File: config.mk
export PLATFORM = sky130hd
export DESIGN_NAME = ttc_slot_mem
export DESIGN_NICKNAME = d
export VERILOG_FILES = /design/src/rtl/core/assert_macros.svh /design/src/rtl/core/ttc_pkg.sv /design/src/rtl/core/ttc_slot_mem.sv
export SDC_FILE = /design/constraint.sdc
export NUM_CORES = 2
export LEC_CHECK = 0
export BUFFER_PORTS_ARGS = -buffer_cell sky130_fd_sc_hd__buf_2
export CAP_MARGIN = 20
export CELL_PAD_IN_SITES_DETAIL_PLACEMENT = 2
export CELL_PAD_IN_SITES_GLOBAL_PLACEMENT = 2
export CORE_ASPECT_RATIO = 0.7
export CORE_MARGIN = 3
export CORE_UTILIZATION = 51
export CTS_CLUSTER_SIZE = 24
export DETAILED_ROUTE_END_ITERATION = 7
export PLACE_DENSITY = 0.91
export SLEW_MARGIN = 10
export SYNTH_ARGS = -nofsm -noshare
export SYNTH_HDL_FRONTEND = slang
export SYNTH_SLANG_ARGS = --single-unit
File: constraint.sdc
create_clock -name clk -period 3.3 [get_ports clk]
set_input_delay 0.165 -clock clk [delete_from_list [all_inputs] [get_ports clk]]
set_output_delay 0.165 -clock clk [all_outputs]
set_load 0.03 [all_outputs]
File: src/rtl/core/assert_macros.svh
// assertion macros shared by the rtl
// no dependencies; expects a clock named clk and a reset named rst
`ifndef ASSERT_MACROS_SVH
`define ASSERT_MACROS_SVH

// implication checked at every clock edge outside reset
`define ASSERT_IMPL(label, lhs, rhs, msg) \
  label: assert property (@(posedge clk) disable iff (rst) (lhs) |-> (rhs)) else $error(msg);

// implication whose right side is checked in the next cycle
`define ASSERT_NEXT(label, lhs, rhs, msg) \
  label: assert property (@(posedge clk) disable iff (rst) (lhs) |=> (rhs)) else $error(msg);

`endif

File: src/rtl/core/ttc_pkg.sv
// types and constants of the tile texture cache lookup
// no dependencies
package ttc_pkg;

  localparam int FUNC_W  = 2;
  localparam int COORD_W = 16;
  localparam int TILE_W  = 15;
  localparam int TEX_W   = 7;
  localparam int LSLOT_W = 6;
  localparam int LOG_W   = 4;
  localparam int STAMP_W = 32;
  localparam int ROW_TILES_LOG2 = 5;
  localparam logic [STAMP_W-1:0] FRAME_RESET = 32'd100;
  localparam logic [LOG_W-1:0] LOG2_RESET = 4'd8;

  typedef enum logic [FUNC_W-1:0] {
    FN_LOOKUP = 2'd0,
    FN_TICK   = 2'd1,
    FN_DONE   = 2'd2,
    FN_NONE   = 2'd3
  } func_t;

  typedef enum logic {
    REG_WIDTH_LOG2  = 1'b0,
    REG_HEIGHT_LOG2 = 1'b1
  } reg_idx_t;

  typedef enum logic [3:0] {
    ST_CLEAR, ST_IDLE, ST_TRD, ST_TCHK, ST_SCAN,
    ST_EVRD, ST_EVCLR, ST_ALLOC, ST_OUT
  } state_t;

endpackage

File: src/rtl/core/ttc_slot_mem.sv
// per-slot stamp and tile memories, each one write and one registered read
// depends on ttc_pkg
module ttc_slot_mem #(
  parameter int NUM_SLOTS = 64,
  parameter int TW = 10
) (
  input  logic                          clk,
  input  logic                          stamp_we,
  input  logic [$clog2(NUM_SLOTS)-1:0]  stamp_waddr,
  input  logic [ttc_pkg::STAMP_W-1:0]   stamp_wdata,
  input  logic [$clog2(NUM_SLOTS)-1:0]  stamp_raddr,
  output logic [ttc_pkg::STAMP_W-1:0]   stamp_rdata,
  input  logic                          tile_we,
  input  logic [$clog2(NUM_SLOTS)-1:0]  tile_waddr,
  input  logic [TW-1:0]                 tile_wdata,
  input  logic [$clog2(NUM_SLOTS)-1:0]  tile_raddr,
  output logic [TW-1:0]                 tile_rdata
);
  logic [ttc_pkg::STAMP_W-1:0] stamp_mem [NUM_SLOTS];
  logic [TW-1:0]               tile_mem [NUM_SLOTS];

  always_ff @(posedge clk) begin
    if (stamp_we) begin
      stamp_mem[stamp_waddr] <= stamp_wdata;
    end
    stamp_rdata <= stamp_mem[stamp_raddr];
  end

  always_ff @(posedge clk) begin
    if (tile_we) begin
      tile_mem[tile_waddr] <= tile_wdata;
    end
    tile_rdata <= tile_mem[tile_raddr];
  end
endmodule

==> metrics.txt, run 1 <==
DP HPWL 277000 um; I/O pins 111; syn_nets 4547; Error [ERROR DPL-0033] detailed placement checks failed during check placement.; row cnt 137; Syn Area/Cell 23.2 um^2; Initial Util 51.7%; Stopped at detailed placement; Cell Area, Synth ~100000 um^2; die height 384 um; Top FF cell, synth edfxtp_1; Die X roughly 550 um; outcome aborted with a tool error; Synth cell types between 40 and 50; Port Buffers 110; post-synthesis register bit count approximately 2.7k; sequential cell area fraction in the yosys report between 70% and 80%; Post-synth EDFFs 2688; GP Congestion 0.831; Gate Count Post-Synth between 4k and 5k; async set-reset flop share out of synthesis 0%; YS warnings 0
-- Yosys cell counts, types with 5 or more instances --
master / number / share of area [%]
clkbuf_1: 89 / 0.32
and2_1: 6 / 0.036
mux4_2: 650 / 14
buf_4: 32 / 0.23
or3_1: 5 / 0.030
o22ai_1: 65 / 0.39
edfxtp_1: 2688 / 78
o211a_1: 5 / 0.048
a311oi_1: 6 / 0.051
nand3_1: 31 / 0.15
a21oi_1: 58 / 0.28
nor2b_1: 19 / 0.11
nand3b_1: 10 / 0.072
a221oi_2: 9 / 0.13
a211oi_1: 26 / 0.19
dfxtp_1: 42 / 0.81
mux2i_1: 146 / 1.4
nand2_1: 37 / 0.13
nor2_1: 165 / 0.60
a22oi_1: 31 / 0.22
mux2_2: 17 / 0.18
o31ai_1: 6 / 0.043
nand2b_1: 12 / 0.072
mux4_1: 9 / 0.23
a22o_1: 53 / 0.45
buf_1: 8 / 0.029
buf_8: 7 / 0.10
buf_2: 82 / 0.40
buf_6: 19 / 0.21
nor3_1: 19 / 0.092
buf_12: 15 / 0.29
a221oi_1: 45 / 0.38
o221ai_1: 38 / 0.32
-- kinds of logic after synthesis --
group / after synthesis / synth area share, %
AOI/OAI and AO/OA: 349 / 2.55
buffers and inverters: 254 / 1.58
DFF: 2730 / 78.5
muxes: 822 / 15.9
and+or+nand+nor: 323 / 1.43
-- per-stage QoR --
stage,std cells,instance area [um^2],setup slack [ps]
after global placement,7336,110000,559
after floorplan,4478,104000,525
==> inputs of run 2 (changes only) <==
--- a/config.mk
+++ b/config.mk
@@ -7,14 +7,10 @@
 export LEC_CHECK = 0
 export BUFFER_PORTS_ARGS = -buffer_cell sky130_fd_sc_hd__buf_2
 export CAP_MARGIN = 20
-export CELL_PAD_IN_SITES_DETAIL_PLACEMENT = 2
-export CELL_PAD_IN_SITES_GLOBAL_PLACEMENT = 2
-export CORE_ASPECT_RATIO = 0.7
 export CORE_MARGIN = 3
-export CORE_UTILIZATION = 51
-export CTS_CLUSTER_SIZE = 24
+export CORE_UTILIZATION = 40
 export DETAILED_ROUTE_END_ITERATION = 7
-export PLACE_DENSITY = 0.91
+export PLACE_DENSITY_LB_ADDON = 0.15
 export SLEW_MARGIN = 10
 export SYNTH_ARGS = -nofsm -noshare
 export SYNTH_HDL_FRONTEND = slang
==> metrics.txt, run 2 <==
Total GRT Usage 21.1%; initial antenna violation count 12; row cnt 186 (+36%); clock skew between 70 and 80 ps; RSZ-0062 raised after global routing false; Initial Util 40.3% (-11 points); Top FF cell, synth edfxtp_1; hold crit path type input pin to flip-flop; TritonCTS clock tree built; reg2reg start tile_mem[4][5]; Critical Path RT 4130 ps; final setup vio count 0; Tcrit/Tclk final 77.1%; Max Slew Vio Count 0; Max IR drop VDD 0.000612 V; outcome complete, no violations; Most flops, register stamp_mem; core footprint 258000 um^2; Fin. Hold Viols 0; max_slew headroom 25.3%; fin nets 5101; Syn Area/Cell 23.2 um^2 (unchanged); Leakage 38.2 nW; Synth cell types 49 (unchanged); Gate Count Post-Synth 4478 (unchanged); largest registers stamp_mem x2048, tile_mem x640, stamp_rdata x32; total CTS buffers between 300 and 400; met2 wire len 137000 um; die area 266000 um^2; Cell Area, Synth 104000 um^2 (unchanged); post-synthesis register bit count 2730 (unchanged); hold path cells 4; Worst Path Max Fanout 19; fill count 21.1k; die height 516 um (+34%); DP HPWL 157000 um (-43%); post-cts sizing count 0; Layout area overhead 16.8%; syn_nets 4547 (unchanged); top-count cell post-synth edfxtp_1; R2R Setup Slk between 800 and 900 ps; DRT antenna net count 0; Final min period 2540 ps; clk sinks approximately 2.7k; DRC viols 0; YS warnings 0 (unchanged); Worst Path Arrival roughly 3400 ps; highest routed layer met5; FF-to-FF End tile_rdata[5]; Metal-1 WL 120000 um; layout cells sized above 1 30.5%; area share of the largest cell type after synthesis 77.7% (unchanged); clock root cell clkbuf_16; Crit Path Class input pin to flip-flop; Startpoint Class input pin; DR WL/cell 32.5 um; P per Cell Area between 600 and 700 nW/um^2; Vias 50.0k; first-pass GRT wire length 395000 um; Die X 516 um (-5.5%); Post-synth EDFFs 2688 (unchanged); min-delay src stamp_raddr[2]; Final Util 47.1%; Clk Latency, worst-skew pair 960 ps; 1st-iter DRT viols 5099; Commonest cells post-synth 2688 x edfxtp_1, 650 x mux4_2, 165 x nor2_1; drt via density 5.78; actual slew at the worst max-slew pin 1120 ps; Synth area leaders edfxtp_1 78%, mux4_2 14%, mux2i_1 1.4%; DR pass1 iterations 5; Port Buffers 110 (unchanged); Endpoint, Worst Hold stamp_rdata[15]; Critical Path End Type flip-flop; async set-reset flop share out of synthesis 0% (unchanged); grt ovf 0; Largest register FFs 2048; GP Congestion 0.782 (-5.8%); I/O pins 111 (unchanged); vias in the first global route about 51k; area leader, netlist edfxtp_1; Fmax 0.393 GHz; commonest cells after routing, fill and taps aside 2688 x edfxtp_1, 650 x mux4_2, 309 x clkbuf_16; Max clock buf depth 4; commonest non-fill, non-tap cell in the layout edfxtp_1; setup tns final 0 ps; final wirelength 281000 um; reg2reg path depth 6; max cap viols 0; met3 routed WL approximately 18000 um; H-Tree Depth 5; pin count of the biggest net entering global routing 65; Worst-path clk slew 60 ps; sequential cell area fraction in the yosys report 78.5% (unchanged)
==> run 2: worst max-delay path, cell delays in order <==
cell and delay (ps):
dlygate4sd3_1 530, buf_2 410, nand2b_1 580, o22ai_1 460, nor2_1 70, a21oi_1 410
o21ai_0 150, dlygate4sd3_1 590
==> run 2: worst max-delay path by stage <==
stage | slack (ps) | depth (start not counted) | startpoint | end
floorplan | 530 | 4 | stamp_waddr[3] | stamp_mem[10][0]
global placement | 200 | 6 | stamp_raddr[1] | stamp_rdata[20]
detailed placement | 240 | 6 | stamp_raddr[1] | stamp_rdata[20]
CTS | 780 | 9 | tile_raddr[1] | tile_rdata[5]
global route | 640 | 9 | tile_raddr[1] | tile_rdata[5]
finish | 760 | 8 | tile_raddr[3] | tile_rdata[5]
==> run 2: timing repair <==
item                      in CTS  in global routing
hold buffers                  49                 11
hold endpoints to repair    1151                597
buffers inserted               0                  0
==> run 2: where the power goes <==
| group | switching [mW] | internal (mW) | total [mW] |
|---|---|---|---|
| combinational | 2.42 | 1.47 | 3.89 |
| clock | 13.2 | 19.1 | 32.2 |
| sequential | 0.142 | 38.4 | 38.5 |
==> run 2: final cells by class <==
cell class | count | area, um^2 | share of cell area, %
Inverter | 2 | 7.51 | 0.00619
Tap cell | 3384 | 4230 | 3.49
Clock inverter | 117 | 1020 | 0.840
Multi-Input combinational cell | 1494 | 21200 | 17.5
Clock buffer | 411 | 8400 | 6.92
Sequential cell | 2730 | 81600 | 67.2
Antenna cell | 7 | 17.5 | 0.0144
Timing Repair Buffer | 498 | 4900 | 4.04
==> run 2: per-stage QoR <==
| stage | instance area, um^2 | instances | setup slack, ps | hold WS (ps) | total power [mW] |
|---|---|---|---|---|---|
| after floorplan | 104000 | 4478 | 525 | 264 | 41.3 |
| after CTS | 121000 | 8601 | 775 | 1.23 | 75.4 |
| after detailed placement | 111000 | 8024 | 235 | 602 | 43.1 |
| final | 121000 | 8643 | 757 | 16.6 | 74.7 |
| after global routing | 121000 | 8638 | 640 | 23.1 | 77.1 |
| after global placement | 111000 | 8023 | 199 | 601 | 43.1 |
==> run 2: kinds of logic after synthesis <==
| group | count (synthesis) | share of synthesized area, % |
|---|---|---|
| multiplexers | 822 | 15.9 |
| AND/OR/NAND/NOR | 323 | 1.43 |
| flip-flops | 2730 | 78.5 |
| buffers and inverters | 254 | 1.58 |
| AO/OA/AOI/OAI | 349 | 2.55 |
==> run 2: layer usage <==
layer | up-vias | track usage, %
li1 | 20400 | -
met1 | 27500 | 29.9
met2 | 1796 | 34.2
met3 | 329 | 3.52
met4 | 6 | 4.86
met5 | - | 0
Power figures use the tool's default switching activity.
